[config.mk]
export PLATFORM = sky130hd
export DESIGN_NAME = serial_time_command_deframer_unit
export DESIGN_NICKNAME = d
export VERILOG_FILES = /design/src/stdcd_pkg.sv /design/src/stdcd_in_stage.sv /design/src/stdcd_frame_core.sv /design/src/stdcd_out_stage.sv /design/src/serial_time_command_deframer_unit.sv
export VERILOG_INCLUDE_DIRS = /design/src /design/src/src
export SDC_FILE = /design/constraint.sdc
export NUM_CORES = 1
export LEC_CHECK = 0
export BUFFER_PORTS_ARGS = -buffer_cell sky130_fd_sc_hd__buf_2
export CORE_MARGIN = 8
export CORE_UTILIZATION = 58
export CTS_BUF_LIST = sky130_fd_sc_hd__clkbuf_8
export DETAILED_ROUTE_END_ITERATION = 12
export GPL_TIMING_DRIVEN = 0
export PLACE_DENSITY = 0.79
export SLEW_MARGIN = 20
export SYNTH_ARGS = -nofsm -noshare
export SYNTH_HDL_FRONTEND = slang
export SYNTH_SLANG_ARGS = --single-unit
export TNS_END_PERCENT = 5
[constraint.sdc]
create_clock -name aclk -period 6 [get_ports aclk]
set_input_delay 1.2 -clock aclk [delete_from_list [all_inputs] [get_ports aclk]]
set_output_delay 1.2 -clock aclk [all_outputs]
set_load 0.05 [all_outputs]
[src/serial_time_command_deframer_unit_macros.svh]
// Assertion macros shared by the serial time command deframer RTL.
`ifndef SERIAL_TIME_COMMAND_DEFRAMER_UNIT_MACROS_SVH
`define SERIAL_TIME_COMMAND_DEFRAMER_UNIT_MACROS_SVH

// Consequent checked in the same cycle as the antecedent.
`define STDCD_ASSERT_SAME(label, clk, rstn, ante, cons, msg) \
    label: assert property (@(posedge clk) disable iff (!rstn) (ante) |-> (cons)) \
        else $error(msg);

// Consequent checked in the cycle after the antecedent.
`define STDCD_ASSERT_NEXT(label, clk, rstn, ante, cons, msg) \
    label: assert property (@(posedge clk) disable iff (!rstn) (ante) |=> (cons)) \
        else $error(msg);

`endif

[src/stdcd_pkg.sv]
// Package: constants, result type and digit decode for the time command deframer.
package stdcd_pkg;

    localparam int FRAME_BUFFER_DEPTH = 32;
    localparam int HEAD_DEPTH         = 12;
    localparam int HEAD_IDX_W         = $clog2(HEAD_DEPTH);
    localparam int WPOS_W             = $clog2(FRAME_BUFFER_DEPTH + 1);
    localparam int TAIL_DEPTH         = 3;

    localparam int S_TDATA_W = 8;
    localparam int M_FIELD_W = 43;
    localparam int M_TDATA_W = ((M_FIELD_W + 7) / 8) * 8;

    localparam logic [7:0] CH_A       = 8'h41;
    localparam logic [7:0] CH_X       = 8'h58;
    localparam logic [7:0] CH_S       = 8'h53;
    localparam logic [7:0] CH_T       = 8'h54;
    localparam logic [7:0] DIGIT_ZERO = 8'd48;
    localparam logic [7:0] SUM_BASE   = 8'd255;

    typedef struct packed {
        logic       frame_checked;
        logic [7:0] computed_sum;
        logic [7:0] received_sum;
        logic       checksum_match;
        logic       set_time;
        logic [7:0] hours;
        logic [7:0] minutes;
        logic [7:0] seconds;
    } result_t;

    // Two ASCII digits to a value, no range check, wraps mod 256.
    function automatic logic [7:0] decode_pair(input logic [7:0] tens, input logic [7:0] units);
        logic [7:0] t;
        logic [7:0] u;
        t = tens - DIGIT_ZERO;
        u = units - DIGIT_ZERO;
        return (t << 3) + (t << 1) + u;
    endfunction

endpackage

[src/stdcd_in_stage.sv]
// Input register stage: holds one received byte until the frame core takes it.
module stdcd_in_stage (
    input  logic                           aclk,
    input  logic                           aresetn,
    input  logic                           s_tvalid,
    output logic                           s_tready,
    input  logic [stdcd_pkg::S_TDATA_W-1:0] s_tdata,
    input  logic                           take,
    output logic                           in_valid,
    output logic [7:0]                     in_byte
);
    import stdcd_pkg::*;

    logic       valid_reg;
    logic       valid_next;
    logic [7:0] byte_reg;

    assign s_tready = !valid_reg || take;

    always_comb begin
        valid_next = valid_reg;
        if (take) begin
            valid_next = 1'b0;
        end
        if (s_tvalid && s_tready) begin
            valid_next = 1'b1;
        end
    end

    always_ff @(posedge aclk) begin
        if (!aresetn) begin
            valid_reg <= 1'b0;
        end else begin
            valid_reg <= valid_next;
        end
    end

    always_ff @(posedge aclk) begin
        if (s_tvalid && s_tready) begin
            byte_reg <= s_tdata[7:0];
        end
    end

    assign in_valid = valid_reg;
    assign in_byte  = byte_reg;

endmodule

[src/stdcd_frame_core.sv]
// Frame state and per-byte decode: buffer, running sum, checksum and time decode.
`include "serial_time_command_deframer_unit_macros.svh"

module stdcd_frame_core (
    input  logic              aclk,
    input  logic              aresetn,
    input  logic              step,
    input  logic [7:0]        rx_byte,
    output stdcd_pkg::result_t result
);
    import stdcd_pkg::*;

    logic [7:0]        prev_reg,  prev_next;
    logic              recv_reg,  recv_next;
    logic [WPOS_W-1:0] wpos_reg,  wpos_next;
    logic [7:0]        total_reg, total_next;
    logic [7:0]        head_reg  [HEAD_DEPTH];
    logic [7:0]        head_next [HEAD_DEPTH];
    logic [7:0]        tail_reg  [TAIL_DEPTH];
    logic [7:0]        tail_next [TAIL_DEPTH];
    logic [7:0]        before_sum;
    logic [7:0]        comp_sum;
    logic              restart;

    assign restart = (prev_reg == CH_A) && (rx_byte == CH_A);

    always_comb begin
        prev_next  = prev_reg;
        recv_next  = recv_reg;
        wpos_next  = wpos_reg;
        total_next = total_reg;
        head_next  = head_reg;
        tail_next  = tail_reg;
        before_sum = '0;
        comp_sum   = '0;
        result     = '0;
        if (step) begin
            // "AA" restarts the frame, stores the first A
            if (restart) begin
                recv_next  = 1'b1;
                wpos_next  = '0;
                if (wpos_next < WPOS_W'(HEAD_DEPTH)) begin
                    head_next[wpos_next[HEAD_IDX_W-1:0]] = CH_A;
                end
                tail_next[0] = tail_next[1];
                tail_next[1] = tail_next[2];
                tail_next[2] = CH_A;
                total_next   = CH_A;
                wpos_next    = wpos_next + WPOS_W'(1);
            end
            if (recv_next) begin
                if (wpos_next < WPOS_W'(HEAD_DEPTH)) begin
                    head_next[wpos_next[HEAD_IDX_W-1:0]] = rx_byte;
                end
                tail_next[0] = tail_next[1];
                tail_next[1] = tail_next[2];
                tail_next[2] = rx_byte;
                total_next   = total_next + rx_byte;
                wpos_next    = wpos_next + WPOS_W'(1);
            end
            // buffer full: drop everything, stop receiving
            if (wpos_next >= WPOS_W'(FRAME_BUFFER_DEPTH)) begin
                recv_next  = 1'b0;
                wpos_next  = '0;
                total_next = '0;
                for (int i = 0; i < HEAD_DEPTH; i++) begin
                    head_next[i] = '0;
                end
                for (int i = 0; i < TAIL_DEPTH; i++) begin
                    tail_next[i] = '0;
                end
            end
            // "XX" ends the frame
            if (recv_next && (prev_reg == CH_X) && (rx_byte == CH_X)) begin
                if ((head_next[0] == CH_A) && (head_next[1] == CH_A)
                        && (wpos_next > WPOS_W'(2))) begin
                    before_sum = total_next - tail_next[0] - tail_next[1] - tail_next[2];
                    comp_sum   = SUM_BASE - before_sum;
                    result.frame_checked  = 1'b1;
                    result.computed_sum   = comp_sum;
                    result.received_sum   = tail_next[0];
                    result.checksum_match = (comp_sum == tail_next[0]);
                    if ((comp_sum == tail_next[0]) && (head_next[2] == CH_S)
                            && (head_next[3] == CH_T)) begin
                        result.set_time = 1'b1;
                        result.hours    = decode_pair(head_next[4], head_next[5]);
                        result.minutes  = decode_pair(head_next[7], head_next[8]);
                        result.seconds  = decode_pair(head_next[10], head_next[11]);
                    end
                end
                wpos_next  = '0;
                total_next = '0;
                for (int i = 0; i < HEAD_DEPTH; i++) begin
                    head_next[i] = '0;
                end
                for (int i = 0; i < TAIL_DEPTH; i++) begin
                    tail_next[i] = '0;
                end
            end
            prev_next = rx_byte;
        end
    end

    always_ff @(posedge aclk) begin
        if (!aresetn) begin
            prev_reg  <= '0;
            recv_reg  <= 1'b0;
            wpos_reg  <= '0;
            total_reg <= '0;
            for (int i = 0; i < HEAD_DEPTH; i++) begin
                head_reg[i] <= '0;
            end
            for (int i = 0; i < TAIL_DEPTH; i++) begin
                tail_reg[i] <= '0;
            end
        end else begin
            prev_reg  <= prev_next;
            recv_reg  <= recv_next;
            wpos_reg  <= wpos_next;
            total_reg <= total_next;
            head_reg  <= head_next;
            tail_reg  <= tail_next;
        end
    end

    `STDCD_ASSERT_SAME(a_wpos_below_depth, aclk, aresetn, 1'b1, wpos_reg < WPOS_W'(FRAME_BUFFER_DEPTH), "write position reached buffer depth")
    `STDCD_ASSERT_SAME(a_idle_buffer_empty, aclk, aresetn, !recv_reg, (wpos_reg == '0) && (total_reg == '0), "buffer not empty while not receiving")
    `STDCD_ASSERT_NEXT(a_restart_receives, aclk, aresetn, step && restart, recv_reg, "AA did not turn reception on")

endmodule

[src/stdcd_out_stage.sv]
// Result register: packs one result and holds it until the sink takes it.
module stdcd_out_stage (
    input  logic                            aclk,
    input  logic                            aresetn,
    input  logic                            load,
    input  stdcd_pkg::result_t              result,
    output logic                            out_free,
    output logic                            m_tvalid,
    input  logic                            m_tready,
    output logic [stdcd_pkg::M_TDATA_W-1:0] m_tdata
);
    import stdcd_pkg::*;

    logic                 valid_reg;
    logic                 valid_next;
    logic [M_TDATA_W-1:0] data_reg;
    logic [M_TDATA_W-1:0] data_next;

    assign out_free = !valid_reg || m_tready;

    always_comb begin
        valid_next = valid_reg;
        if (m_tready) begin
            valid_next = 1'b0;
        end
        if (load) begin
            valid_next = 1'b1;
        end
        data_next = M_TDATA_W'({result.seconds, result.minutes, result.hours,
                                result.set_time, result.checksum_match,
                                result.received_sum, result.computed_sum,
                                result.frame_checked});
    end

    always_ff @(posedge aclk) begin
        if (!aresetn) begin
            valid_reg <= 1'b0;
        end else begin
            valid_reg <= valid_next;
        end
    end

    always_ff @(posedge aclk) begin
        if (load) begin
            data_reg <= data_next;
        end
    end

    assign m_tvalid = valid_reg;
    assign m_tdata  = data_reg;

endmodule

[src/serial_time_command_deframer_unit.sv]
// Top level of the serial time command deframer.
//
// Takes one received serial byte per request on the s_ side and returns exactly one
// result per byte on the m_ side. "AA" starts a frame, "XX" ends it; at a frame end
// whose buffer opens with "AA" and holds more than two bytes, the block reports the
// computed checksum (255 minus the mod-256 sum of the bytes before the checksum byte)
// next to the received checksum byte, and for a matching "ST" frame raises set_time
// with hours, minutes and seconds decoded from the ASCII digits (unchecked, mod 256).
// All other results are zero. A full buffer (FRAME_BUFFER_DEPTH bytes) drops the frame
// and stops reception until the next "AA". Throughput is one byte per clock while
// the m_ side is ready; each byte passes from the input register to the result
// register, with the frame state updated by single-pass logic in between.
// Either side may stall at any time; a waiting result does not block the next byte
// from entering the input register.
`include "serial_time_command_deframer_unit_macros.svh"

module serial_time_command_deframer_unit (
    input  logic                            aclk,
    input  logic                            aresetn,
    input  logic                            s_tvalid,
    output logic                            s_tready,
    // [7:0] rx_byte
    input  logic [stdcd_pkg::S_TDATA_W-1:0] s_tdata,
    output logic                            m_tvalid,
    input  logic                            m_tready,
    // [0] frame_checked, [8:1] computed_sum, [16:9] received_sum, [17] checksum_match,
    // [18] set_time, [26:19] hours, [34:27] minutes, [42:35] seconds, [47:43] zero
    output logic [stdcd_pkg::M_TDATA_W-1:0] m_tdata
);
    import stdcd_pkg::*;

    logic    in_valid;
    logic    out_free;
    logic    advance;
    logic [7:0] in_byte;
    result_t result;

    // byte moves from input register into frame state and result register together
    assign advance = in_valid && out_free;

    stdcd_in_stage u_in_stage (
        .aclk     (aclk),
        .aresetn  (aresetn),
        .s_tvalid (s_tvalid),
        .s_tready (s_tready),
        .s_tdata  (s_tdata),
        .take     (advance),
        .in_valid (in_valid),
        .in_byte  (in_byte)
    );

    stdcd_frame_core u_frame_core (
        .aclk    (aclk),
        .aresetn (aresetn),
        .step    (advance),
        .rx_byte (in_byte),
        .result  (result)
    );

    stdcd_out_stage u_out_stage (
        .aclk     (aclk),
        .aresetn  (aresetn),
        .load     (advance),
        .result   (result),
        .out_free (out_free),
        .m_tvalid (m_tvalid),
        .m_tready (m_tready),
        .m_tdata  (m_tdata)
    );

    `STDCD_ASSERT_SAME(a_set_time_needs_match, aclk, aresetn, m_tvalid && m_tdata[18], m_tdata[0] && m_tdata[17], "set_time without a matching checked frame")
    `STDCD_ASSERT_SAME(a_unchecked_is_zero, aclk, aresetn, m_tvalid && !m_tdata[0], m_tdata[18:1] == 18'd0, "checksum fields set on an unchecked byte")
    `STDCD_ASSERT_SAME(a_no_command_no_time, aclk, aresetn, m_tvalid && !m_tdata[18], m_tdata[42:19] == 24'd0, "time fields set without set_time")

endmodule
==> results_tabular.tex <==
\begin{tabular}{lr}
\hline
Metric & Value \\
\hline
\multicolumn{2}{l}{\textbf{Run status}} \\
Run status & finished, final reports clean \\
\multicolumn{2}{l}{\textbf{CTS}} \\
Worst-case clock buffer depth & 2 \\
TritonCTS buffer count & 17 \\
\# H-tree levels & 4 \\
CTS sink count & between 150 and 200 \\
CTS tree & built \\
Clock edge transition at the registers on the reported setup and hold paths & roughly 0.1 ns \\
Root buffer cell & clkbuf\_8 \\
Worst skew pair latency & 0.49 ns \\
\multicolumn{2}{l}{\textbf{Pwr}} \\
Proportion of total power due to net switching & 27.8\% \\
Power share of the combinational group & under 10\% \\
Leakage power figure & approximately 4.8 nW \\
Part of the power in the clock network & around 38\% \\
Internal power & between 1.5 and 2 mW \\
Maximum resistive drop on vdd & $\sim$160 uV \\
Seq pwr share & $\sim$53\% \\
Cell Pwr Density & 189 mW/mm\^{}2 \\
Sw Pwr & around 0.66 mW \\
\multicolumn{2}{l}{\textbf{Synth}} \\
Average size of a mapped cell & 9.38 sq um \\
Biggest area consumer among synthesized cells & dfxtp\_1 \\
Ys flop type & dfxtp\_1 \\
Seq cells post-synth & 177 \\
Post-synthesis cell area & between 0.01 and 0.015 sq mm \\
Gate Count Post-Synth & $\sim$1,200 \\
Sequential share of the synthesized area & 37.5\% \\
Asr flop ratio synth & 0\% \\
Count of different cell masters after synthesis & 72 \\
Cell with the most instances after synthesis & dfxtp\_1 \\
Post-synth top cells & dfxtp\_1 (126), nor2b\_1 (116), nand2\_1 (95) \\
Number of enable-type register cells in the synthesized netlist & 51 \\
Top cell type's share of synthesized area & roughly a quarter \\
Number of warning messages in the yosys log & 0 \\
Ranking of synthesized cells by area & dfxtp\_1 (23\%), edfxtp\_1 (14\%), nor2b\_1 (6.7\%), ha\_1 (5.8\%), a22oi\_1 (5.6\%) \\
\multicolumn{2}{l}{\textbf{Global route}} \\
Initial antenna violation count & 0 \\
Wire length of the first global-routing pass & slightly below 50,000 microns \\
All-layer global routing usage & a little over a quarter \\
Total gr overflow & 0 \\
Maximum number of pins on one net before global-route repair & 53 \\
Vias in the first global route & between 9,000 and 10,000 \\
\multicolumn{2}{l}{\textbf{Die}} \\
Horizontal die dimension & $\sim$150 microns \\
Initial Util & just under 60\% \\
Total Die Area & roughly 0.023 sq mm \\
Boundary pin count & between 60 and 70 \\
Chip Height & roughly 150 microns \\
Floorplan core area & about 0.019 sq mm \\
FP Rows & 50 \\
\multicolumn{2}{l}{\textbf{Timing}} \\
Setup skew after layout & 0.0140 ns \\
Final Hold Vio Count & 0 \\
Worst max-slew margin expressed relative to the limit & between 20\% and 30\% \\
FMAX & between 150 and 200 MHz \\
Share of the clock period used by the worst path & a little over nine tenths \\
Number of pins exceeding their max-slew limit in the final report & 0 \\
Least-Margin Pin Slew & 1.12 ns \\
Count of final setup violators & 0 \\
Fin crit period & a little under 6 ns \\
\multicolumn{2}{l}{\textbf{Worst setup path}} \\
CP endpoint kind & flip-flop \\
Classification of the worst setup path & reg2reg \\
Buffers and inverters on the worst path & 4 \\
Critical Path AT & around 6.2 ns \\
Biggest fanout along the worst timing path & 8 \\
Critical path's slowest cell & fa\_1 \\
Cell Chain, Critical Path & nor4\_4 > and3\_4 > nand2\_8 > and2\_4 > fa\_2 > a21o\_1 > a21oi\_2 > o21bai\_1 > a21oi\_2 > xnor2\_1 > mux2i\_1 > nand2b\_4 > fa\_1 > inv\_2 > fa\_1 > inv\_2 > ha\_4 > xor2\_2 > xor2\_1 > or4\_4 > a311oi\_4 > buf\_12 > buf\_8 > and3\_1 \\
Kind of cell with the highest combined delay on the critical path & adder cells \\
Stage delay of the slowest cell on the critical path & between 0.5 and 0.6 ns \\
Setup crit start kind & flip-flop \\
Required time reported for the critical path endpoint & roughly 6.4 ns \\
\multicolumn{2}{l}{\textbf{Routing}} \\
DRT iter0 DRCs & 1,217 \\
Average wire length per cell after detail routing & between 20 and 25 microns \\
Via Count & 9,479 \\
Number of nets with antenna violations after routing & 0 \\
DR DRC count & 0 \\
DR vias/cell & between 6 and 7 \\
Detailed Routing Iterations Pass 1 & 6 \\
Total wirelength of the detailed-routed design & about 33,000 microns \\
\multicolumn{2}{l}{\textbf{Placement}} \\
Port Buffers & 55 \\
DPL Wire Length & 21,800 microns \\
Area post-placement & between 0.01 and 0.015 sq mm \\
RePlAce Congestion & around 1.0 \\
Placed instance count & approximately 1,400 \\
\multicolumn{2}{l}{\textbf{Layout}} \\
Fin cells & 1,526 \\
Final net count & 1,371 \\
Layout Utilization & about 68\% \\
Final Instance Area & 0.0126 sq mm \\
Diode count & 0 \\
Number of flip-flops under the largest register name & 77 \\
Fraction of layout cells with a size suffix above 1 & about 18\% \\
Layout overhead on the synthesized area & 16.3\% \\
\multicolumn{2}{l}{\textbf{Run}} \\
Number of maximum-capacitance violations & 0 \\
\multicolumn{2}{l}{\textbf{Min path}} \\
Worst Hold Class & reg2reg \\
\hline
\end{tabular}
==> logic make-up after synthesis <==
| group | Yosys count | share of synthesized area [%] |
|---|---|---|
| other | 1 | 0.0347 |
| adders and majority gates | 80 | 11.3 |
| muxes | 61 | 5.78 |
| buffers and inverters | 131 | 5.10 |
| DFF | 177 | 37.5 |
| AOI/OAI and AO/OA | 253 | 16.2 |
| and+or+nand+nor | 407 | 20.4 |
| xor gates and xnor gates | 44 | 3.69 |
==> routing by layer <==
metal  GRT usage (%)  wire length (microns)  up-vias
li1                -                      -     4294
met1            33.8                  12900     4522
met2            44.0                  15200      546
met3            5.59                   3110      117
met4            12.9                   1470        0
met5               0                      0        -
==> stage by stage <==
stage          worst slack (ns)  hold slack (ns)  setup TNS [ns]  total power, mW
2_1_floorplan          0.000565            0.439               0             1.42
3_3_place_gp              -1.56            0.450          -39.68             1.48
3_5_place_dp              -1.57            0.461          -39.51             1.49
4_1_cts                 0.00834            0.474               0             2.36
5_1_grt                 -0.0327            0.505          -0.289             2.43
6_report                  0.148            0.484               0             2.38
==> power groups by stage <==
stage	clock (mW)	combinational, mW	sequential, mW
floorplan	0	0.0807	1.34
global placement	0	0.193	1.29
detailed placement	0	0.195	1.29
CTS	0.894	0.210	1.26
global route	0.941	0.226	1.26
finish	0.902	0.220	1.26
==> path summary, 6_finish.rpt <==
path,end,slack (ns),from,cells past startpoint
hold / removal,u_frame_core.prev_reg[6],0.48,u_frame_core.prev_reg[6],2
setup reg to reg,u_out_stage.m_tdata[31],0.15,u_in_stage.in_byte[3],24
hold reg to reg,u_frame_core.prev_reg[6],0.48,u_frame_core.prev_reg[6],2
setup / recovery,u_out_stage.m_tdata[31],0.15,u_in_stage.in_byte[3],24
==> worst reg2reg max path, cell delays in order (launching register included) <==
cell and delay, ns:
edfxtp_1 0.48, nor4_4 0.31, and3_4 0.27, nand2_8 0.09, and2_4 0.17, fa_2 0.36, a21o_1 0.18, a21oi_2 0.17
o21bai_1 0.10, a21oi_2 0.16, xnor2_1 0.13, mux2i_1 0.13, nand2b_4 0.17, fa_1 0.52, inv_2 0.05, fa_1 0.54
inv_2 0.05, ha_4 0.24, xor2_2 0.18, xor2_1 0.17, or4_4 0.46, a311oi_4 0.32, buf_12 0.18, buf_8 0.14
and3_1 0.17
==> layout by cell type, fill, tap and decap left out, drive strengths merged, types with 29 or more instances in the layout <==
| master | Yosys | final |
|---|---|---|
| buf | 24 | 127 |
| dfxtp | 126 | 126 |
| nor2b | 116 | 116 |
| nand2 | 95 | 95 |
| a22oi | 80 | 80 |
| clkbuf | 59 | 75 |
| nor2 | 73 | 73 |
| inv | 48 | 55 |
| a21oi | 53 | 53 |
| edfxtp | 51 | 51 |
| ha | 50 | 50 |
| mux2i | 49 | 49 |
| o21ai | 41 | 41 |
| fa | 30 | 30 |
| and3 | 30 | 30 |
| xnor2 | 29 | 29 |
==> repair_timing <==
action | in CTS | in global routing
pin swaps | 32 | 33
setup endpoints to repair | 29 | 27
resized for setup | 67 | 30
buffers inserted | 34 | 13
hold buffers | 0 | 0
cloned | 1 | 1
==> layout make-up <==
| type | instances | area (sq um) |
|---|---|---|
| Buffer | 81 | 435 |
| Clock buffer | 17 | 234 |
| Clock inverter | 15 | 181 |
| Fill cell | 1444 | 5940 |
| Inverter | 48 | 180 |
| Multi-Input combinational cell | 850 | 6500 |
| Sequential cell | 177 | 4050 |
| Tap cell | 234 | 293 |
| Timing Repair Buffer | 104 | 706 |
Note: power is estimated with default switching activity, not from simulation.
